File: config.mk
export PLATFORM = sky130hd
export DESIGN_NAME = lws_dist_pipe
export DESIGN_NICKNAME = d
export VERILOG_FILES = /design/src/design/lws_pkg.sv /design/src/design/lws_dist_pipe.sv
export SDC_FILE = /design/constraint.sdc
export NUM_CORES = 2
export LEC_CHECK = 0
export BUFFER_PORTS_ARGS = -buffer_cell sky130_fd_sc_hd__buf_2
export CAP_MARGIN = 10
export CORE_ASPECT_RATIO = 0.9
export CORE_MARGIN = 4
export CORE_UTILIZATION = 45
export CTS_BUF_LIST = sky130_fd_sc_hd__clkbuf_8
export DETAILED_ROUTE_END_ITERATION = 8
export GPL_TIMING_DRIVEN = 0
export PLACE_DENSITY = 0.6
export SYNTH_ARGS = -nofsm -noshare
export SYNTH_HDL_FRONTEND = slang
export SYNTH_SLANG_ARGS = --single-unit
File: constraint.sdc
create_clock -name clk -period 9.71 [get_ports clk]
set_input_delay 0 -clock clk [delete_from_list [all_inputs] [get_ports clk]]
set_output_delay 0 -clock clk [all_outputs]
set_load 0.005 [all_outputs]
File: src/design/lws_pkg.sv
// ----------------------------------------------------------------------------
// lws_pkg
// Shared types and constants of the lookahead waypoint selector: register
// widths, reset values and indexes, action codes, sequencer states and the
// control structs passed between the sequencer, the distance pipe and the top.
// ----------------------------------------------------------------------------
package lws_pkg;

  localparam int LOOK_W     = 16;
  localparam int MARGIN_W   = 8;
  localparam int LIMIT_W    = 23;
  localparam int CFG_W      = 23;
  localparam int CFG_IDX_W  = 2;
  localparam int TIDX_W     = 8;
  localparam int LOOK_SQ_W  = 2 * LOOK_W;
  localparam int LIMIT_SQ_W = 2 * LIMIT_W;

  localparam logic [LOOK_W-1:0]   LOOK_RST   = 16'd320;
  localparam logic [MARGIN_W-1:0] MARGIN_RST = 8'd10;
  localparam logic [LIMIT_W-1:0]  LIMIT_RST  = 23'd64000;

  localparam logic [CFG_IDX_W-1:0] CFG_LOOKAHEAD = 2'd0;
  localparam logic [CFG_IDX_W-1:0] CFG_MARGIN    = 2'd1;
  localparam logic [CFG_IDX_W-1:0] CFG_LIMIT     = 2'd2;

  localparam logic ACT_APPEND = 1'b0;
  localparam logic ACT_UPDATE = 1'b1;

  typedef enum logic [2:0] {
    ST_IDLE,
    ST_TRIM,
    ST_CHECK,
    ST_NEAR,
    ST_WALK,
    ST_FETCH,
    ST_OUT
  } lws_state_t;

  // one read travelling through the distance pipe
  typedef struct packed {
    logic valid;
    logic last;
  } lws_tag_t;

  // result handed from the sequencer to the output register
  typedef struct packed {
    logic load;
    logic setpoint_valid;
    logic path_done;
  } lws_res_t;

endpackage

File: src/design/lws_dist_pipe.sv
// ----------------------------------------------------------------------------
// lws_dist_pipe
// Squared distance pipe: tag aligned with the memory read, then absolute
// differences, squares, and 2D / 3D sums.
// ----------------------------------------------------------------------------
module lws_dist_pipe import lws_pkg::*; #(
  parameter int COORD_BITS = 24,
  parameter int AW         = 8
) (
  input  logic                    clk,
  input  logic                    rst_n,
  input  logic                    flush,
  input  lws_tag_t                iss_tag,
  input  logic [AW-1:0]           iss_addr,
  input  logic [3*COORD_BITS-1:0] rd_data,
  input  logic [COORD_BITS-1:0]   pos_x,
  input  logic [COORD_BITS-1:0]   pos_y,
  input  logic [COORD_BITS-1:0]   pos_z,
  output lws_tag_t                res_tag,
  output logic [AW-1:0]           res_addr,
  output logic [2*COORD_BITS+1:0] res_d2,
  output logic [2*COORD_BITS+1:0] res_d3
);

  localparam int N  = COORD_BITS;
  localparam int DW = 2 * N + 2;

  lws_tag_t tag0_r, tag1_r, tag2_r, tag3_r;
  logic [AW-1:0] addr0_r, addr1_r, addr2_r, addr3_r;
  logic [N-1:0] ax_r, ay_r, az_r;
  logic [2*N-1:0] sx_r, sy_r, sz_r;
  logic [DW-1:0] d2_r, d3_r;

  function automatic logic [N-1:0] abs_diff(input logic [N-1:0] a, input logic [N-1:0] b);
    logic [N:0] d;
    d = {a[N-1], a} - {b[N-1], b};
    abs_diff = d[N] ? N'(~d + 1'b1) : d[N-1:0];
  endfunction

  always_ff @(posedge clk) begin
    if (!rst_n) begin
      tag0_r <= '0;
      tag1_r <= '0;
      tag2_r <= '0;
      tag3_r <= '0;
    end else if (flush) begin
      // drop everything in flight, including this cycle's read
      tag0_r <= '0;
      tag1_r <= '0;
      tag2_r <= '0;
      tag3_r <= '0;
    end else begin
      tag0_r <= iss_tag;
      tag1_r <= tag0_r;
      tag2_r <= tag1_r;
      tag3_r <= tag2_r;
    end
  end

  always_ff @(posedge clk) begin
    addr0_r <= iss_addr;
    addr1_r <= addr0_r;
    addr2_r <= addr1_r;
    addr3_r <= addr2_r;
    ax_r    <= abs_diff(rd_data[N-1:0], pos_x);
    ay_r    <= abs_diff(rd_data[2*N-1:N], pos_y);
    az_r    <= abs_diff(rd_data[3*N-1:2*N], pos_z);
    sx_r    <= (2*N)'(ax_r) * (2*N)'(ax_r);
    sy_r    <= (2*N)'(ay_r) * (2*N)'(ay_r);
    sz_r    <= (2*N)'(az_r) * (2*N)'(az_r);
    d2_r    <= DW'(sx_r) + DW'(sy_r);
    d3_r    <= DW'(sx_r) + DW'(sy_r) + DW'(sz_r);
  end

  assign res_tag  = tag3_r;
  assign res_addr = addr3_r;
  assign res_d2   = d2_r;
  assign res_d3   = d3_r;

endmodule

==> results.md <==
- The flow ran to the end, and the final reports show no timing, DRC or antenna violations.
- The data arrival time of the worst path is 10.00 ns.
- For the worst setup path, the data required time is 10.34 ns.
- The count of pins on the block boundary is 267.
- After floorplanning, the core was divided into between 100 and 150 placement rows.
- The count of unresolved DRC violations after routing is 0.
- The number of DRC markers in iteration 0 is 2884.
- The via count of the first global-routing pass is between 50000 and 60000.
- The end-of-flow core utilization is 50.6%.
- The library cell occupying the most area in the post-synthesis netlist is sky130_fd_sc_hd__fa_1.
- Sorting the synthesized cells by how often they occur yields 1895 x sky130_fd_sc_hd__inv_1, 1271 x sky130_fd_sc_hd__fa_1, 697 x sky130_fd_sc_hd__ha_1.
- The proportion of netlist area held by the largest area contributor is 39.2%.
- The filler cell count in the final layout is 13433.
- For the finished layout, the period the worst path requires is about 9.4 ns.
- The maximum number of pins on one net before global-route repair is 20.
- Once detail routing completed, the nets flagged for antenna violations numbered 0.
- The count of input and output buffers is 265.
- The longest clock path from root to sink contains 3 buffers.
- The total core area is 143000 sq um.
- In the post-synthesis netlist, the biggest area contributors are sky130_fd_sc_hd__fa_1 39%, sky130_fd_sc_hd__ha_1 13%, sky130_fd_sc_hd__inv_1 11%.
- The length of the first detailed-routing pass in iterations is 5.
- The clock tree from TritonCTS is yes.
- The hold violation count in the final report is 0.
- The tightest hold path in the finished design has a slack of 0.0611 ns.
- The die extent in x is about 410 microns.
- The worst path meets setup with 0.341 ns of slack.
- The clock input transition at the sequential cells of the worst setup and hold paths is 0.08 ns.
- The number of synthesis warnings is 0.
- The worst hold path belongs to the class in -> reg.
- The accumulated negative setup slack is 0 ns.
- The proportion of register bits with asynchronous set or reset after synthesis is 0%.
- The share of layout cells above drive strength 1 is 5.42%.
- For this block, the routed nets add up to 179 mm of wire.
- The maximum frequency from static timing analysis is 107 MHz.
- The total of max-cap violations is 0.
- The worst relative slew slack is 15.8%.
- Global routing consumed, over all layers together, between 20% and 30% of the routing resources.
- The final route contains between 40000 and 50000 vias.
- In the post-synthesis netlist, the cell with the most instances is sky130_fd_sc_hd__inv_1.
- The initial core utilization is between 40% and 50%.
- The maximum clock skew at final layout is roughly 0.045 ns.
- After synthesis, flip-flops and latches occupy 10.8% of the total area.
- Setup repair after global routing left no endpoint under its margin.
- The die covers 150000 sq um.
- The most used flip-flop cell after synthesis is sky130_fd_sc_hd__dfxtp_1.
- After technology mapping, the gate count stands at around 7000.
- At the pin with the least slew margin, the transition time is ~1.3 ns.
- The detail-routed net length per standard cell is 18.8 microns.
- The nature of the critical path startpoint is a register.
- TritonCTS created just over 60 clock buffers.
- The initial antenna violation count is 15.
- The synthesized net count is 9211.
- The total number of nets in the final design is 9757.
- The H-tree depth is 2.
- The final setup violation count is 0.
- The clock latency reported for the late side of the worst-skew pair is 0.78 ns.
- In this run the clock root is driven by a sky130_fd_sc_hd__clkbuf_8.
- The post-synthesis area per instance is 9.17 sq um.
- The part of the cycle the worst path needs is 96.5%.
- The final number of max-transition violations is 0.
- The maximum net fanout on the critical path is 10.
- The endpoint kind of the worst setup timing path is a register.
- Routability-driven placement finished with a final weighted congestion of 0.931.
- The distinct cell type count after synthesis is 82.
- The area added between synthesis and finish is 11.2%.
- After detailed routing, the number of vias per cell comes to 5.10.
- The register bit count reported by yosys is roughly 350.
- The clock drives approximately 350 sinks.
- The worst slack at placement is 0.473 ns.
- The type of the worst setup path is reg -> reg.
- The synthesized netlist occupies a cell area of about 65000 sq um.
- The count of flip-flops with a built-in enable after synthesis is 0.
- The wire length of the first global-routing pass is 285 mm.
- The detailed-placement wirelength estimate is 152 mm.
- The total overflow left after global routing is 0.
- The height of the die is between 300 and 400 microns.
-- cells by family (layout without fill, tap and decap cells) --
family / count (synthesis) / in the layout / share of synthesized area (%)
flops: 352 / 352 / 10.8
fa+ha+maj: 1968 / 1968 / 52.6
simple gates: 1484 / 1484 / 11.2
mux: 9 / 9 / 0.148
compound gates: 832 / 832 / 8.26
other cells: 1 / 2 / 0.00577
buf+inv: 2074 / 2668 / 12.0
xor+xnor: 366 / 366 / 4.94
-- state kept, by name (all words and copies together) (netlist names), 8 cells and up --
register,flops
addr0_r,8
addr1_r,8
addr2_r,8
ax_r,24
ay_r,24
az_r,24
res_addr,8
res_d2,49
res_d3,50
sx_r,47
sy_r,47
sz_r,47
-- layout by cell type, fill, tap and decap left out, types with 171 or more instances in the layout --
cell	count
sky130_fd_sc_hd__and2_1	356
sky130_fd_sc_hd__ha_1	697
sky130_fd_sc_hd__dfxtp_1	352
sky130_fd_sc_hd__xnor2_1	243
sky130_fd_sc_hd__a21oi_1	260
sky130_fd_sc_hd__dlygate4sd3_1	217
sky130_fd_sc_hd__fa_1	1271
sky130_fd_sc_hd__clkbuf_1	171
sky130_fd_sc_hd__inv_1	1905
sky130_fd_sc_hd__buf_2	266
sky130_fd_sc_hd__nand2_1	594
sky130_fd_sc_hd__nor2_1	198
-- layout make-up --
type | count | area [sq um] | area share [%]
Clock buffer | 71 | 977 | 1.35
Timing Repair Buffer | 483 | 3500 | 4.85
Antenna cell | 1 | 2.50 | 0.00347
Clock inverter | 40 | 424 | 0.587
Buffer | 179 | 692 | 0.958
Multi-Input combinational cell | 4660 | 50100 | 69.4
Sequential cell | 352 | 7050 | 9.76
Tap cell | 1862 | 2330 | 3.23
Inverter | 1895 | 7110 | 9.85
-- repair_timing --
| action | 4_1_cts | 5_1_grt |
|---|---|---|
| resized for setup | 0 | 12 |
| hold buffers | 217 | 0 |
| setup endpoints to repair | 0 | 3 |
| buffers inserted | 0 | 0 |
| hold endpoints to repair | 84 | 0 |
-- worst max-delay path, cell delays in order, from the launching register on --
cell	delay [ns]
sky130_fd_sc_hd__dfxtp_1	0.34
sky130_fd_sc_hd__clkdlybuf4s15_1	0.73
sky130_fd_sc_hd__clkdlybuf4s15_1	0.77
sky130_fd_sc_hd__nand2_1	0.17
sky130_fd_sc_hd__fa_1	0.55
sky130_fd_sc_hd__fa_1	0.54
sky130_fd_sc_hd__fa_1	0.58
sky130_fd_sc_hd__inv_1	0.07
sky130_fd_sc_hd__fa_1	0.51
sky130_fd_sc_hd__inv_1	0.06
sky130_fd_sc_hd__fa_1	0.56
sky130_fd_sc_hd__fa_1	0.43
sky130_fd_sc_hd__fa_1	0.57
sky130_fd_sc_hd__inv_1	0.06
sky130_fd_sc_hd__ha_1	0.34
sky130_fd_sc_hd__a21o_1	0.18
sky130_fd_sc_hd__a21o_1	0.17
sky130_fd_sc_hd__a21oi_1	0.14
sky130_fd_sc_hd__o21ai_0	0.13
sky130_fd_sc_hd__a311oi_1	0.43
sky130_fd_sc_hd__o41ai_1	0.24
sky130_fd_sc_hd__buf_2	0.22
sky130_fd_sc_hd__nor2b_1	0.13
sky130_fd_sc_hd__or3_1	0.36
sky130_fd_sc_hd__a211oi_1	0.59
sky130_fd_sc_hd__o31ai_1	0.17
sky130_fd_sc_hd__xor2_1	0.16
-- path summary, 6_finish.rpt --
kind / from / to / slack (ns) / cells after the start
min: pos_z[1] / az_r[3] / 0.06 / 6
max: ay_r[19] / sy_r[45] / 0.34 / 26
min reg2reg: addr0_r[4] / addr1_r[4] / 0.32 / 0
max reg2reg: ay_r[19] / sy_r[45] / 0.34 / 26
-- per-layer routing --
| layer | vias to the layer above | part of all wire [%] | routed length (microns) | track usage, % |
|---|---|---|---|---|
| met5 | - | 0 | 0 | 0 |
| met4 | 0 | 3.6 | 6390 | 7.63 |
| met3 | 297 | 8.4 | 15100 | 5.55 |
| met2 | 1566 | 44 | 79700 | 38.5 |
| met1 | 24282 | 44 | 78000 | 33.2 |
| li1 | 22559 | - | - | - |
-- stage by stage --
step	instances	cell area, sq um
after floorplan	7086	65000
after global placement	9213	68600
after detailed placement	9214	68600
after CTS	9542	72200
after global routing	9543	72200
final	9543	72200
Power is left out: the tool's default activity adds up to more than one toggle a clock period on the data nets, which glitch-free logic cannot reach.
