$ cat config.mk
export PLATFORM = sky130hd
export DESIGN_NAME = lws_ctrl
export DESIGN_NICKNAME = d
export VERILOG_FILES = /design/src/design/lws_pkg.sv /design/src/design/lws_ctrl.sv
export SDC_FILE = /design/constraint.sdc
export NUM_CORES = 1
export LEC_CHECK = 0
export ABC_AREA = 1
export BUFFER_PORTS_ARGS = -buffer_cell sky130_fd_sc_hd__buf_4
export CAP_MARGIN = 25
export CORE_AREA = 2 2 205 207
export CTS_BUF_LIST = sky130_fd_sc_hd__clkbuf_2
export DETAILED_ROUTE_END_ITERATION = 10
export DIE_AREA = 0 0 207 209
export SLEW_MARGIN = 0
export SYNTH_ARGS = -nofsm -noshare
export SYNTH_HDL_FRONTEND = slang
export SYNTH_SLANG_ARGS = --single-unit
$ cat constraint.sdc
create_clock -name clk -period 6.74 [get_ports clk]
set_clock_uncertainty 0.2 [all_clocks]
set_input_delay 1.348 -clock clk [delete_from_list [all_inputs] [get_ports clk]]
set_output_delay 1.348 -clock clk [all_outputs]
set_load 0.01 [all_outputs]
$ cat src/design/lws_pkg.sv
// ----------------------------------------------------------------------------
// lws_pkg
// Shared types and constants of the lookahead waypoint selector: register
// widths, reset values and indexes, action codes, sequencer states and the
// control structs passed between the sequencer, the distance pipe and the top.
// ----------------------------------------------------------------------------
package lws_pkg;

  localparam int LOOK_W     = 16;
  localparam int MARGIN_W   = 8;
  localparam int LIMIT_W    = 23;
  localparam int CFG_W      = 23;
  localparam int CFG_IDX_W  = 2;
  localparam int TIDX_W     = 8;
  localparam int LOOK_SQ_W  = 2 * LOOK_W;
  localparam int LIMIT_SQ_W = 2 * LIMIT_W;

  localparam logic [LOOK_W-1:0]   LOOK_RST   = 16'd320;
  localparam logic [MARGIN_W-1:0] MARGIN_RST = 8'd10;
  localparam logic [LIMIT_W-1:0]  LIMIT_RST  = 23'd64000;

  localparam logic [CFG_IDX_W-1:0] CFG_LOOKAHEAD = 2'd0;
  localparam logic [CFG_IDX_W-1:0] CFG_MARGIN    = 2'd1;
  localparam logic [CFG_IDX_W-1:0] CFG_LIMIT     = 2'd2;

  localparam logic ACT_APPEND = 1'b0;
  localparam logic ACT_UPDATE = 1'b1;

  typedef enum logic [2:0] {
    ST_IDLE,
    ST_TRIM,
    ST_CHECK,
    ST_NEAR,
    ST_WALK,
    ST_FETCH,
    ST_OUT
  } lws_state_t;

  // one read travelling through the distance pipe
  typedef struct packed {
    logic valid;
    logic last;
  } lws_tag_t;

  // result handed from the sequencer to the output register
  typedef struct packed {
    logic load;
    logic setpoint_valid;
    logic path_done;
  } lws_res_t;

endpackage

$ cat src/design/lws_ctrl.sv
// ----------------------------------------------------------------------------
// lws_ctrl
// Sequencer: path bookkeeping, memory writes on append, read sweeps for the
// trim and nearest searches, the forward walk, and the target fetch.
// ----------------------------------------------------------------------------
module lws_ctrl import lws_pkg::*; #(
  parameter int PATH_DEPTH = 256,
  parameter int COORD_BITS = 24
) (
  input  logic                          clk,
  input  logic                          rst_n,
  input  logic                          in_xfer,
  input  logic                          in_action,
  input  logic                          in_first,
  input  logic                          in_last,
  input  logic [3*COORD_BITS-1:0]       in_coords,
  input  logic [LOOK_SQ_W-1:0]          look_sq,
  input  logic [LIMIT_SQ_W-1:0]         limit_sq,
  input  logic [MARGIN_W-1:0]           end_margin,
  output logic                          in_ready,
  output logic                          mem_we,
  output logic [$clog2(PATH_DEPTH)-1:0] mem_waddr,
  output logic [3*COORD_BITS-1:0]       mem_wdata,
  output logic                          mem_re,
  output logic [$clog2(PATH_DEPTH)-1:0] mem_raddr,
  input  logic [3*COORD_BITS-1:0]       mem_rdata,
  output lws_tag_t                      iss_tag,
  output logic [$clog2(PATH_DEPTH)-1:0] iss_addr,
  output logic                          flush,
  input  lws_tag_t                      res_tag,
  input  logic [$clog2(PATH_DEPTH)-1:0] res_addr,
  input  logic [2*COORD_BITS+1:0]       res_d2,
  input  logic [2*COORD_BITS+1:0]       res_d3,
  input  logic                          out_free,
  output lws_res_t                      res_out,
  output logic [TIDX_W-1:0]             res_index,
  output logic [3*COORD_BITS-1:0]       res_coords
);

  localparam int AW   = $clog2(PATH_DEPTH);
  localparam int LENW = $clog2(PATH_DEPTH + 1);
  localparam int DW   = 2 * COORD_BITS + 2;
  localparam int CMPW = (DW > LIMIT_SQ_W) ? DW : LIMIT_SQ_W;
  localparam int LKW  = (DW > LOOK_SQ_W) ? DW : LOOK_SQ_W;
  localparam int KW   = ((LENW > MARGIN_W) ? LENW : MARGIN_W) + 1;
  localparam logic [LENW-1:0] DEPTH_LEN = LENW'(PATH_DEPTH);

  lws_state_t state_r, state_nxt;
  logic [LENW-1:0] length_r;
  logic [AW-1:0]   base_r, track_r, iss_ptr_r, iss_end_r, best_addr_r, idx_r;
  logic            iss_on_r, done_r;
  logic [CMPW-1:0] best_r;

  logic [LENW-1:0] len_eff, length_new, path_len, len_m1;
  logic            is_update, is_append, keep, better, scan_last, near_stop, walk_hit;
  logic [AW-1:0]   pick_addr, near_rel;

  assign is_update  = in_xfer && (in_action == ACT_UPDATE);
  assign is_append  = in_xfer && (in_action == ACT_APPEND);
  assign len_eff    = in_first ? '0 : length_r;
  assign mem_we     = is_append && (len_eff < DEPTH_LEN);
  assign mem_waddr  = AW'(len_eff);
  assign mem_wdata  = in_coords;
  assign length_new = mem_we ? len_eff + 1'b1 : len_eff;

  assign path_len  = (length_r > LENW'(base_r)) ? length_r - LENW'(base_r) : '0;
  assign len_m1    = path_len - 1'b1;
  assign keep      = KW'(path_len) > (KW'(track_r) + KW'(end_margin));
  // strict compare keeps the first minimum
  assign better    = res_tag.valid && (CMPW'(res_d2) < best_r);
  assign pick_addr = better ? res_addr : best_addr_r;
  assign scan_last = res_tag.valid && res_tag.last;
  assign near_rel  = pick_addr - base_r;
  assign near_stop = (look_sq == '0) || (LENW'(near_rel) >= len_m1);
  assign walk_hit  = res_tag.valid && (res_tag.last || (LKW'(res_d3) >= LKW'(look_sq)));

  assign iss_addr = iss_ptr_r;

  always_comb begin
    state_nxt = state_r;
    unique case (state_r)
      ST_IDLE: begin
        if (is_update) begin
          state_nxt = ST_CHECK;
        end else if (is_append && in_last) begin
          state_nxt = ST_TRIM;
        end
      end
      ST_TRIM: begin
        if (scan_last) state_nxt = ST_CHECK;
      end
      ST_CHECK: state_nxt = keep ? ST_NEAR : ST_OUT;
      ST_NEAR: begin
        if (scan_last) state_nxt = near_stop ? ST_FETCH : ST_WALK;
      end
      ST_WALK: begin
        if (walk_hit) state_nxt = ST_FETCH;
      end
      ST_FETCH: state_nxt = ST_OUT;
      ST_OUT: begin
        if (out_free) state_nxt = ST_IDLE;
      end
      default: state_nxt = ST_IDLE;
    endcase
  end

  always_comb begin
    in_ready  = 1'b0;
    mem_re    = 1'b0;
    mem_raddr = iss_ptr_r;
    iss_tag   = '0;
    flush     = 1'b0;
    res_out   = '0;
    unique case (state_r)
      ST_IDLE: in_ready = 1'b1;
      ST_TRIM, ST_NEAR, ST_WALK: begin
        iss_tag.valid = iss_on_r;
        iss_tag.last  = iss_on_r && (iss_ptr_r == iss_end_r);
        mem_re        = iss_on_r;
        flush         = (state_r == ST_WALK) && walk_hit;
      end
      ST_FETCH: begin
        mem_re    = 1'b1;
        mem_raddr = base_r + idx_r;
      end
      ST_OUT: begin
        res_out.load           = out_free;
        res_out.setpoint_valid = !done_r;
        res_out.path_done      = done_r;
      end
      default: begin
      end
    endcase
  end

  assign res_index  = done_r ? '0 : TIDX_W'(idx_r);
  assign res_coords = done_r ? '0 : mem_rdata;

  // Writes happen only in idle and reads only outside it, so the store
  // never sees a read and a write of the same entry in one cycle.
  always_ff @(posedge clk) begin
    if (!rst_n) begin
      state_r  <= ST_IDLE;
      length_r <= '0;
      base_r   <= '0;
      track_r  <= '0;
      iss_on_r <= 1'b0;
      done_r   <= 1'b0;
    end else begin
      state_r <= state_nxt;
      unique case (state_r)
        ST_IDLE: begin
          if (is_append) begin
            length_r <= length_new;
            if (in_first) begin
              base_r  <= '0;
              track_r <= '0;
            end
            if (in_last) begin
              iss_ptr_r   <= '0;
              iss_end_r   <= AW'(length_new - 1'b1);
              iss_on_r    <= 1'b1;
              best_r      <= CMPW'(limit_sq);
              best_addr_r <= '0;
            end
          end
        end
        ST_TRIM: begin
          if (iss_on_r) begin
            if (iss_ptr_r == iss_end_r) iss_on_r <= 1'b0;
            else iss_ptr_r <= iss_ptr_r + 1'b1;
          end
          if (better) begin
            best_r      <= CMPW'(res_d2);
            best_addr_r <= res_addr;
          end
          if (scan_last) begin
            base_r  <= pick_addr;
            track_r <= '0;
          end
        end
        ST_CHECK: begin
          done_r <= !keep;
          if (keep) begin
            iss_ptr_r   <= base_r;
            iss_end_r   <= AW'(length_r - 1'b1);
            iss_on_r    <= 1'b1;
            best_r      <= CMPW'(limit_sq);
            best_addr_r <= base_r;
          end else begin
            length_r <= '0;
            base_r   <= '0;
            track_r  <= '0;
          end
        end
        ST_NEAR: begin
          if (iss_on_r) begin
            if (iss_ptr_r == iss_end_r) iss_on_r <= 1'b0;
            else iss_ptr_r <= iss_ptr_r + 1'b1;
          end
          if (better) begin
            best_r      <= CMPW'(res_d2);
            best_addr_r <= res_addr;
          end
          if (scan_last) begin
            idx_r <= near_rel;
            if (!near_stop) begin
              // walk starts one past the nearest point
              iss_ptr_r <= pick_addr + 1'b1;
              iss_end_r <= AW'(length_r - 1'b1);
              iss_on_r  <= 1'b1;
            end
          end
        end
        ST_WALK: begin
          if (iss_on_r) begin
            if (iss_ptr_r == iss_end_r) iss_on_r <= 1'b0;
            else iss_ptr_r <= iss_ptr_r + 1'b1;
          end
          if (walk_hit) begin
            idx_r    <= res_addr - base_r;
            iss_on_r <= 1'b0;
          end
        end
        ST_FETCH: track_r <= idx_r;
        ST_OUT: begin
        end
        default: begin
        end
      endcase
    end
  end

  a_base_in_path: assert property (@(posedge clk) disable iff (!rst_n)
    (length_r == '0) || (LENW'(base_r) < length_r))
    else $error("path base outside stored path");

  a_res_in_sweep: assert property (@(posedge clk) disable iff (!rst_n)
    res_tag.valid |-> (state_r == ST_TRIM || state_r == ST_NEAR || state_r == ST_WALK))
    else $error("distance result outside a sweep");

  a_fetch_in_path: assert property (@(posedge clk) disable iff (!rst_n)
    (state_r == ST_FETCH) |->
      (((LENW+1)'(base_r) + (LENW+1)'(idx_r)) < (LENW+1)'(length_r)))
    else $error("target fetch beyond path end");

endmodule

==> results of run 1 <==
## kinds of logic after synthesis
family,Yosys count,share of synthesized area [%]
buffers and inverters,432,16.27
XOR/XNOR,55,4.122
flip-flops,112,26.21
AO/OA/AOI/OAI,178,8.363
AND/OR/NAND/NOR,804,29.10
adder cells (fa/ha/maj),145,15.85
multiplexers,1,0.08567
## worst min-delay path by stage
| stage | to | slack (ns) |
|---|---|---|
| 6_report | track_r[4] | 0.29 |
| 5_1_grt | track_r[4] | 0.32 |
| 4_1_cts | track_r[4] | 0.29 |
| 3_5_place_dp | track_r[3] | 0.26 |
| 3_3_place_gp | track_r[4] | 0.26 |
| 2_1_floorplan | track_r[0] | 0.24 |
## power by group through the flow
| stage | sequential [W] | combinational (W) | clock (W) |
|---|---|---|---|
| after floorplan | 0.00116 | 0.00253 | 0 |
| after global placement | 0.00125 | 0.00357 | 0 |
| after detailed placement | 0.00126 | 0.00362 | 0 |
| after CTS | 0.00124 | 0.00363 | 0.000344 |
| after global routing | 0.00127 | 0.00408 | 0.000366 |
| final | 0.00124 | 0.00362 | 0.000328 |
## cells in the mapped netlist, drive strengths merged (5+ instances only)
cell type / number / area share [%]
a21o: 6 / 0.39
a21oi: 79 / 3.4
buf: 74 / 4.8
clkbuf: 30 / 0.96
dfxtp: 30 / 5.1
edfxtp: 82 / 21
fa: 5 / 0.86
ha: 140 / 15
inv: 327 / 11
nand2: 460 / 15
nand3: 55 / 2.5
nand4: 23 / 1.2
nor2: 215 / 7.3
nor3: 17 / 1.0
nor4: 16 / 0.86
o211ai: 5 / 0.32
o21ai: 69 / 3.1
o21bai: 5 / 0.32
or2: 11 / 0.59
xnor2: 24 / 1.8
xor2: 31 / 2.3
## cell usage in the layout (no fill, tap or decap), types with 8 or more instances in the layout
master,Yosys,final
nand2_1,447,447
a21oi_1,78,77
xnor2_1,24,24
o21ai_0,59,59
inv_2,9,9
inv_1,318,318
nand4_1,23,23
buf_4,72,394
clkbuf_2,0,9
nor3_1,12,12
ha_1,140,140
dfxtp_1,30,29
nand3_1,51,51
nor4_1,16,16
nand2_2,9,9
edfxtp_1,82,82
or2_2,8,8
xor2_1,31,31
nor2_1,206,205
## flip-flops by register name (all words and copies together), names as in the netlist
register,cells
base_r,8
best_addr_r,8
best_r,50
done_r,1
idx_r,8
iss_addr,8
iss_end_r,8
iss_on_r,1
length_r,9
state_r,3
track_r,8
## final cells by class
| class | instances | area, um^2 |
|---|---|---|
| fillers | 4486 | 26480 |
| multi-input cells | 1183 | 6740 |
| flip-flops and latches | 112 | 3067 |
| repair buffers | 396 | 2989 |
| inverters | 328 | 1231 |
| well taps | 539 | 674.4 |
| clock inverters | 7 | 63.81 |
| clock buffers | 9 | 45.04 |
| diodes | 1 | 2.502 |
## per-stage QoR
step | total power [W] | setup slack, ns | area (um^2)
final | 0.005184 | 1.171 | 14810
after global routing | 0.005714 | 0.8026 | 14810
after CTS | 0.005217 | 1.221 | 14810
after detailed placement | 0.004875 | 0.4577 | 14700
after global placement | 0.004822 | 0.4902 | 14690
after floorplan | 0.003686 | 0.1022 | 11690
## layer usage
metal  up-vias  GRT usage [%]  wire [um]
met3        69          4.073       2692
met4         0          6.897       1376
li1       5971              -          -
met5         -              0          0
met1      5372          23.59      18120
met2       410          33.39      20710
## worst register-to-register path, delay by kind of cell (launching register included)
kind                       cells  cell delay, ns
and+or+nand+nor               19            2.14
adders and majority gates      3            0.89
AOI/OAI and AO/OA              4            0.53
DFF                            1            0.42
buffers and inverters          4            0.39
xor gates and xnor gates       2            0.34
==> results.tsv, run 1 <==
stage	metric	value	unit
routing	drt pass-1 iters	5	
critical_path	CP Max Fanout	13	
pwr	clock power share	6.3	%
logic_synthesis	Cell Area, Synth	11680	um^2
timing	unrepaired setup endpoints after global routing	false	
timing	worst slew pin tran	0.9199	ns
floorplan	Initial Util	28.30	%
placed_design	GPL Wtd Cong	0.9227	
pwr	combinational power share	69.8	%
routing	Vias	11820	
floorplan	Die W	207	um
hold_path	Hold Path Depth	2	
logic_synthesis	syn_nets	2219	
hold_path	Hold Crit Class	register to register	
critical_path	logic depth of the worst setup path including buffers	36	
floorplan	io pins	532	
global_routing	grt ovf	0	
placed_design	placed insts	2558	
floorplan	Core Footprint	41290	um^2
global_routing	initial antenna violation count	1	
critical_path	worst reg2reg path startpoint	best_r[25]	
global_routing	largest net degree at the start of global routing	84	
floorplan	Die H	209	um
logic_synthesis	Seq cells post-synth	112	
critical_path	CP dominant cell by count	nand2_1	
routing	Antenna Nets Post-Route	0	
pwr	P_leak	8.029	nW
critical_path	CP Class	input port to register	
critical_path	Critical Path Start	res_d2[41]	
cts	Sink Count	112	
floorplan	row count	75	
cells_and_area	area grow syn2layout	26.77	%
critical_path	slowest cell on the critical path	ha_1	
cts	total CTS buffers	9	
timing	fin crit share	82.62	%
cts	Clock transition at path regs	0.36	ns
critical_path	worst reg2reg path depth	32	
pwr	Cell Pwr Density	350.0	nW/um^2
critical_path	worst reg-to-reg setup slack	1.51	ns
floorplan	die area	43260	um^2
routing	vias per cell	4.591	
cts	later-pin clock latency in the skew report	0.69	ns
timing	relative slew slack	38.44	%
logic_synthesis	Post-synth EDFFs	82	
logic_synthesis	count of different cell masters after synthesis	48	
cells_and_area	layout cells sized above 1	22.95	%
cts	post-CTS setup buffers	0	
hold_path	Hold Path Origin	track_r[4]	
cells_and_area	Final Non-Filler Cells	2575	
status	run status	complete, no violations	
global_routing	first-pass GRT wire length	65.35	mm
cts	post-CTS sizing	0	
logic_synthesis	asr flop ratio synth	0	%
logic_synthesis	Ys Warns	0	
global_routing	vias in the first global route	11550	
timing	Fin. Hold Viols	0	
pwr	Internal	0.002482	W
timing	Final Setup Violations	0	
cts	hold buffers post-CTS	0	
placed_design	HPWL Detailed	36.87	mm
cts	Root Driver	clkbuf_2	
routing	DRC errors left	0	
routing	First DRT Iteration DRCs	698	
critical_path	CP Capture Point	iss_end_r[7]	
timing	Max Clock Freq	179.6	MHz
pwr	switching part of the total power	52.12	%
critical_path	crit start category	input port	
logic_synthesis	most common flop cell mapped by yosys	edfxtp_1	
routing	final WL	42.91	mm
timing	WHS	0.2920	ns
critical_path	RR Endpoint	iss_end_r[7]	
critical_path	Crit path max-delay family	simple AND/OR/NAND/NOR gates	
critical_path	sum of buffers and inverters on the critical path	6	
cts	htree depth	3	
critical_path	CP Data Required Time	6.95	ns
timing	crit path time final	5.569	ns
global_routing	GRT Overall Usage	19.29	%
placed_design	IO Port Bufs	387	
critical_path	Crit. End Element	register	
critical_path	Arrival @ worst endpoint	5.78	ns
routing	DR WL/cell	16.66	um
pwr	Sequential Power Share	23.8	%
cts	TritonCTS clock tree	built	
pwr	Peak VDD IR	0.2047	mV
job	max-cap viol count	0	
pwr	NetSw	0.002702	W
logic_synthesis	syn_area_per_cell	6.766	um^2
logic_synthesis	sequential-to-total area share from yosys stat	26.21	%
timing	Setup TNS Final	0	ns
cts	Max Root-Sink Buffers	2	
cells_and_area	final core occ	35.88	%
critical_path	CP max stage delay	0.34	ns
logic_synthesis	Syn Inst Count	1727	
cells_and_area	nets	2522	
timing	max-slew violations	0	
(Power assumes the default switching activity.)
==> inputs of run 2 (changes only) <==
- ABC_AREA: 1 -> 0
- CORE_AREA: 2 2 205 207 -> 2 2 206 208
- DIE_AREA: 0 0 207 209 -> 0 0 208 210
- clock period: 6.74 -> 4.6 ns (I/O delays scaled with it)
==> run 2 against run 1 <==
Against the previous run:
- the run now ends with setup timing left
- total power up 13%
- synthesized cell count down 21%
- register-to-register slack worse by 2.6 ns
- utilization up 1.6 points
- sequential share of layout area down 0.97 points
- critical path type is now register to register
- largest cell class unchanged
==> results.tsv, run 2 <==
stage	metric	value	unit
status	run status	finished with violations	
status	failing checks	setup timing	
cells_and_area	most common cell after layout, fill and taps aside	buf_4	
cts	later-pin clock latency in the skew report	0.70	ns
global_routing	vias in the first global route	10950	
job	max-cap viol count	0	
cts	Sink Count	112	
placed_design	GPL Wtd Cong	0.9471	
timing	crit path time final	5.673	ns
logic_synthesis	Syn Inst Count	1366	
cells_and_area	layout cells sized above 1	34.41	%
cells_and_area	Largest regs	best_r (50), length_r (9)	
floorplan	Core Footprint	41480	um^2
logic_synthesis	sequential-to-total area share from yosys stat	27.50	%
placed_design	HPWL Detailed	35.04	mm
logic_synthesis	Post-synth EDFFs	82	
logic_synthesis	syn_nets	1858	
critical_path	CP dominant cell by count	buf_4	
global_routing	grt ovf	0	
logic_synthesis	most common cell in the netlist	nand2_1	
critical_path	crit start category	register	
timing	slack of the critical path	-1.073	ns
critical_path	Arrival @ worst endpoint	6.03	ns
logic_synthesis	Synth area leader	edfxtp_1	
critical_path	CP Class	register to register	
floorplan	Die H	210	um
timing	relative slew slack	50.83	%
pwr	Peak VDD IR	0.2048	mV
placed_design	placed insts	2284	
pwr	P_leak	7.435	nW
critical_path	worst reg-to-reg setup slack	-1.07	ns
logic_synthesis	count of different cell masters after synthesis	76	
logic_synthesis	Cell Area, Synth	11140	um^2
placed_design	IO Port Bufs	387	
floorplan	Die W	208	um
cells_and_area	nets	2257	
global_routing	GRT Overall Usage	18.37	%
cells_and_area	largest register by flop count	best_r	
floorplan	Initial Util	26.86	%
cts	htree depth	3	
routing	DRC errors left	0	
critical_path	Crit path max-delay family	compound AO/OA/AOI/OAI gates	
floorplan	die area	43680	um^2
routing	vias per cell	4.794	
timing	Max Clock Freq	176.3	MHz
critical_path	slowest cell on the critical path	edfxtp_1	
cells_and_area	filler instances	4274	
cts	total CTS buffers	9	
routing	DR WL/cell	17.93	um
logic_synthesis	most common flop cell mapped by yosys	edfxtp_1	
logic_synthesis	synth cell count leaders	nand2_1, ha_1, inv_1	
cts	Clock transition at path regs	0.39	ns
routing	final WL	41.41	mm
hold_path	Hold Crit Class	input port to register	
timing	unrepaired setup endpoints after global routing	true	
routing	Antenna Nets Post-Route	0	
timing	Fin. Hold Viols	0	
cells_and_area	Final Non-Filler Cells	2310	
cts	Max Root-Sink Buffers	2	
cells_and_area	area grow syn2layout	39.54	%
global_routing	initial antenna violation count	2	
timing	fin crit share	123.3	%
routing	First DRT Iteration DRCs	823	
timing	worst slew pin tran	0.7366	ns
critical_path	CP Max Fanout	12	
logic_synthesis	syn_area_per_cell	8.155	um^2
global_routing	largest net degree at the start of global routing	62	
cells_and_area	commonest cells after routing, fill and taps aside	buf_4, nand2_1, ha_1	
cells_and_area	max reg flops	50	
cts	Root Driver	clkbuf_2	
timing	max-slew violations	0	
timing	Setup TNS Final	-18.54	ns
global_routing	first-pass GRT wire length	62.80	mm
floorplan	io pins	532	
critical_path	CP Data Required Time	4.96	ns
logic_synthesis	Seq cells post-synth	112	
critical_path	sum of buffers and inverters on the critical path	9	
critical_path	CP max stage delay	0.47	ns
floorplan	row count	75	
routing	Vias	11080	
logic_synthesis	Yosys top cell area share	22.10	%
timing	Final Setup Violations	18	
routing	drt pass-1 iters	5	
pwr	Cell Pwr Density	378.1	nW/um^2
logic_synthesis	Ys Warns	0	
logic_synthesis	asr flop ratio synth	0	%
critical_path	Crit. End Element	register	
cts	TritonCTS clock tree	built	
logic_synthesis	top post-synthesis cells by area	edfxtp_1, ha_1, nand2_1	
[run 2: timing repair]
item | 4_1_cts | 5_1_grt
pin swaps | 26 | 10
endpoints found under the setup margin | 18 | 84
setup buffers | 8 | 1
gates resized for setup | 17 | 29
hold buffers | 0 | 0
[run 2: logic make-up (layout without fill, tap and decap cells)]
family | count (synthesis) | in the layout | share of synthesized area (%)
AND/OR/NAND/NOR | 530 | 530 | 23.05
buffers and inverters | 240 | 644 | 10.59
flip-flops | 112 | 112 | 27.50
AO/OA/AOI/OAI | 250 | 250 | 14.98
adder cells (fa/ha/maj) | 145 | 145 | 16.62
XOR/XNOR | 72 | 72 | 5.661
other | 0 | 1 | 0
multiplexers | 17 | 17 | 1.595
[run 2: path summary, 6_finish.rpt]
kind / startpoint / depth (start not counted) / endpoint
setup reg to reg: best_r[29] / 30 / iss_addr[7]
hold reg to reg: length_r[0] / 2 / length_r[0]
hold / removal: limit_sq[40] / 3 / best_r[40]
setup / recovery: best_r[29] / 30 / iss_addr[7]
[run 2: tightest hold or removal path: stages]
cell	delay, ns
buf_4	0.08
nand2_1	0.04
nand2_1	0.05
[run 2: layer usage]
layer	vias up	share of wire, %	GRT usage (%)
met5	-	0	0
met4	0	2.4	4.916
met3	51	6.6	3.903
met2	384	47	29.89
met1	5180	44	24.69
li1	5460	-	-
[run 2: where the power goes]
part	internal, W	leakage (nW)	switching (W)
clock	0.0000957	0.0769	0.000393
sequential	0.00146	1.01	0.000202
combinational	0.00171	6.35	0.00201
total	0.00327	7.43	0.00261
[run 2: layout make-up]
cell class | count | area (um^2) | area share, %
Sequential cell | 112 | 3067 | 19.73
Timing Repair Buffer | 502 | 3842 | 24.72
Clock inverter | 7 | 86.33 | 0.5554
Tap cell | 539 | 674.4 | 4.339
Multi-Input combinational cell | 1014 | 7353 | 47.31
Inverter | 126 | 473.0 | 3.043
Antenna cell | 1 | 2.502 | 0.01610
Clock buffer | 9 | 45.04 | 0.2898
[run 2: per-stage QoR]
stage	total power [W]	worst slack, ns	cell area, um^2	utilization (%)	hold slack, ns
global placement	0.005152	-1.774	15130	36.48	0.2786
floorplan	0.003735	-1.406	11420	-	0.2621
global route	0.006342	-1.305	15540	37.48	0.1881
finish	0.005877	-1.073	15540	37.48	0.2441
detailed placement	0.005214	-1.907	15130	36.48	0.2805
CTS	0.005799	-1.017	15400	37.14	0.1858
==> inputs of run 3 (changes only) <==
- CELL_PAD_IN_SITES_DETAIL_PLACEMENT: default -> 1
- CELL_PAD_IN_SITES_GLOBAL_PLACEMENT: default -> 1
- CORE_AREA: 2 2 206 208 -> 8 8 202 204
- DIE_AREA: 0 0 208 210 -> 0 0 210 212
- PLACE_DENSITY_LB_ADDON: default -> 0.1
- clock period: 4.6 -> 5.67 ns (I/O delays scaled with it)
==> run 3 against run 2 <==
Against the previous run:
- the run still ends with setup timing left
- critical path depth is 2 lower
- via count is 2.6% lower
- setup slack better by 0.98 ns
- clock-buffer cell count is the same
- first-iteration DRC count is 48% lower
- combinational power is 21% lower
- sequential share of layout area rose by 0.53 points
- sequential cell count unchanged
- total power decreased by 19%
- register-to-register slack improved by 1.1 ns
==> results.tsv, run 3 (synthesis gave the netlist of run 2 again) <==
stage	metric	value	unit
critical_path	CP Max Fanout	6	
job	max-cap viol count	0	
placed_design	HPWL Detailed	38.53	mm
cts	later-pin clock latency in the skew report	0.77	ns
timing	Max Clock Freq	173.6	MHz
hold_path	Hold Path Depth	2	
cells_and_area	commonest cells after routing, fill and taps aside	buf_4, nand2_1, ha_1	
cells_and_area	nets	2224	
global_routing	initial antenna violation count	1	
routing	vias per cell	4.781	
critical_path	worst reg-to-reg setup slack	-0.02	ns
timing	Fin. Hold Viols	0	
floorplan	io pins	532	
global_routing	first-pass GRT wire length	68.03	mm
cts	hold buffers post-CTS	0	
routing	DRC errors left	0	
cells_and_area	layout cells sized above 1	31.61	%
timing	crit path time final	5.761	ns
floorplan	Die H	212	um
cts	htree depth	3	
cells_and_area	Largest regs	best_r (50), length_r (9)	
critical_path	CP Class	input port to register	
critical_path	crit start category	input port	
floorplan	row count	72	
cts	Sink Count	112	
placed_design	pre-CTS WS	-1.182	ns
pwr	Peak VDD IR	0.1519	mV
floorplan	die area	44520	um^2
routing	First DRT Iteration DRCs	427	
floorplan	Initial Util	29.37	%
timing	Final Setup Violations	14	
placed_design	GPL Wtd Cong	0.8620	
cts	Clock transition at path regs	0.40	ns
timing	WHS	0.3271	ns
routing	drt pass-1 iters	4	
global_routing	grt ovf	0	
floorplan	Die W	210	um
critical_path	Arrival @ worst endpoint	6.23	ns
timing	fin crit share	101.6	%
critical_path	CP Data Required Time	6.14	ns
timing	worst slew pin tran	0.7937	ns
critical_path	CP dominant cell by count	nand4_1	
floorplan	Core Footprint	37930	um^2
critical_path	Crit. End Element	register	
pwr	P_leak	7.261	nW
routing	DR WL/cell	20.09	um
global_routing	vias in the first global route	11670	
cts	total CTS buffers	9	
pwr	Power Total	0.004747	W
global_routing	GRT Overall Usage	19.47	%
critical_path	slowest cell on the critical path	nor4_4	
critical_path	worst reg2reg path depth	28	
cells_and_area	largest register by flop count	best_r	
hold_path	Hold Path Origin	length_r[0]	
critical_path	Crit path max-delay family	compound AO/OA/AOI/OAI gates	
cts	Root Driver	clkbuf_2	
cts	TritonCTS clock tree	built	
critical_path	RR Endpoint	iss_addr[5]	
critical_path	CP max stage delay	0.37	ns
global_routing	largest net degree at the start of global routing	56	
hold_path	Hold EP	length_r[0]	
routing	Antenna Nets Post-Route	0	
placed_design	IO Port Bufs	387	
status	failing checks	setup timing	
routing	final WL	45.35	mm
cts	Max Root-Sink Buffers	2	
critical_path	worst reg2reg path startpoint	best_r[27]	
cells_and_area	final core occ	39.87	%
cells_and_area	max reg flops	50	
timing	max-slew violations	0	
routing	Vias	10790	
timing	slack of the critical path	-0.09072	ns
cells_and_area	area grow syn2layout	35.75	%
status	run status	finished with violations	
hold_path	Hold Crit Class	register to register	
timing	unrepaired setup endpoints after global routing	true	
cells_and_area	most common cell after layout, fill and taps aside	buf_4	
critical_path	sum of buffers and inverters on the critical path	6	
pwr	Cell Pwr Density	313.9	nW/um^2
timing	relative slew slack	47.02	%
run 3: cell types whose count changed in the layout (fill, tap and decap cells not counted), moves of 3 or more:
cell,delta
buf_4,-31
mux2i_1,+4
a21oi_1,+3
mux2i_2,-4
inv_2,-5
clkinv_8,-3
inv_1,+5
run 3: stage by stage:
step / area (um^2) / std cells / TNS, ns
finish: 15120 / 2257 / -0.9174
global route: 15120 / 2256 / -5.139
CTS: 15070 / 2252 / -0.9832
detailed placement: 14810 / 2228 / -19.94
global placement: 14810 / 2228 / -16.69
floorplan: 11390 / 1366 / -18.97
run 3: worst reg2reg max path, delay by kind of cell, from the launching register on:
family	cells	cell delay, ns
buf+inv	6	0.69
mux	2	0.47
flops	1	0.42
fa+ha+maj	3	0.97
xor+xnor	1	0.12
compound gates	10	1.70
simple gates	6	1.08
run 3: how the worst max path moves through the flow:
stage / from / to / slack (ns) / cells past startpoint
after floorplan: res_d2[19] / iss_end_r[0] / -0.55 / 24
after global placement: res_d2[32] / iss_end_r[1] / -0.99 / 24
after detailed placement: res_d2[32] / iss_end_r[3] / -1.18 / 24
after CTS: best_r[21] / iss_addr[5] / -0.08 / 28
after global routing: best_r[27] / iss_addr[5] / -0.33 / 28
final: res_d2[26] / iss_addr[5] / -0.09 / 28
run 3: area by class of cell:
| class | instances | area [um^2] |
|---|---|---|
| fillers | 4566 | 22800 |
| multi-input cells | 1014 | 7232 |
| repair buffers | 469 | 3570 |
| flip-flops and latches | 112 | 3064 |
| well taps | 518 | 648.1 |
| inverters | 126 | 473.0 |
| clock inverters | 7 | 85.08 |
| clock buffers | 9 | 45.04 |
| diodes | 2 | 5.005 |
run 3: timing repair:
action	4_1_cts	5_1_grt
pin swaps	22	3
resized for setup	10	7
setup buffers	8	4
hold endpoints to repair	0	0
setup endpoints to repair	18	18
cloned	0	0
run 3: report_power, final:
group	switching, W	internal (W)
Clock	0.000329	0.000113
Combinational	0.00160	0.00133
Sequential	0.000182	0.00118
Total	0.00212	0.00263
run 3: per-layer routing:
layer / track usage [%] / vias to the layer above / wire length (um)
met1: 24.82 / 5171 / 20450
li1: - / 5391 / -
met5: 0 / - / 0
met3: 2.830 / 32 / 1510
met2: 34.75 / 197 / 22910
met4: 3.718 / 0 / 480
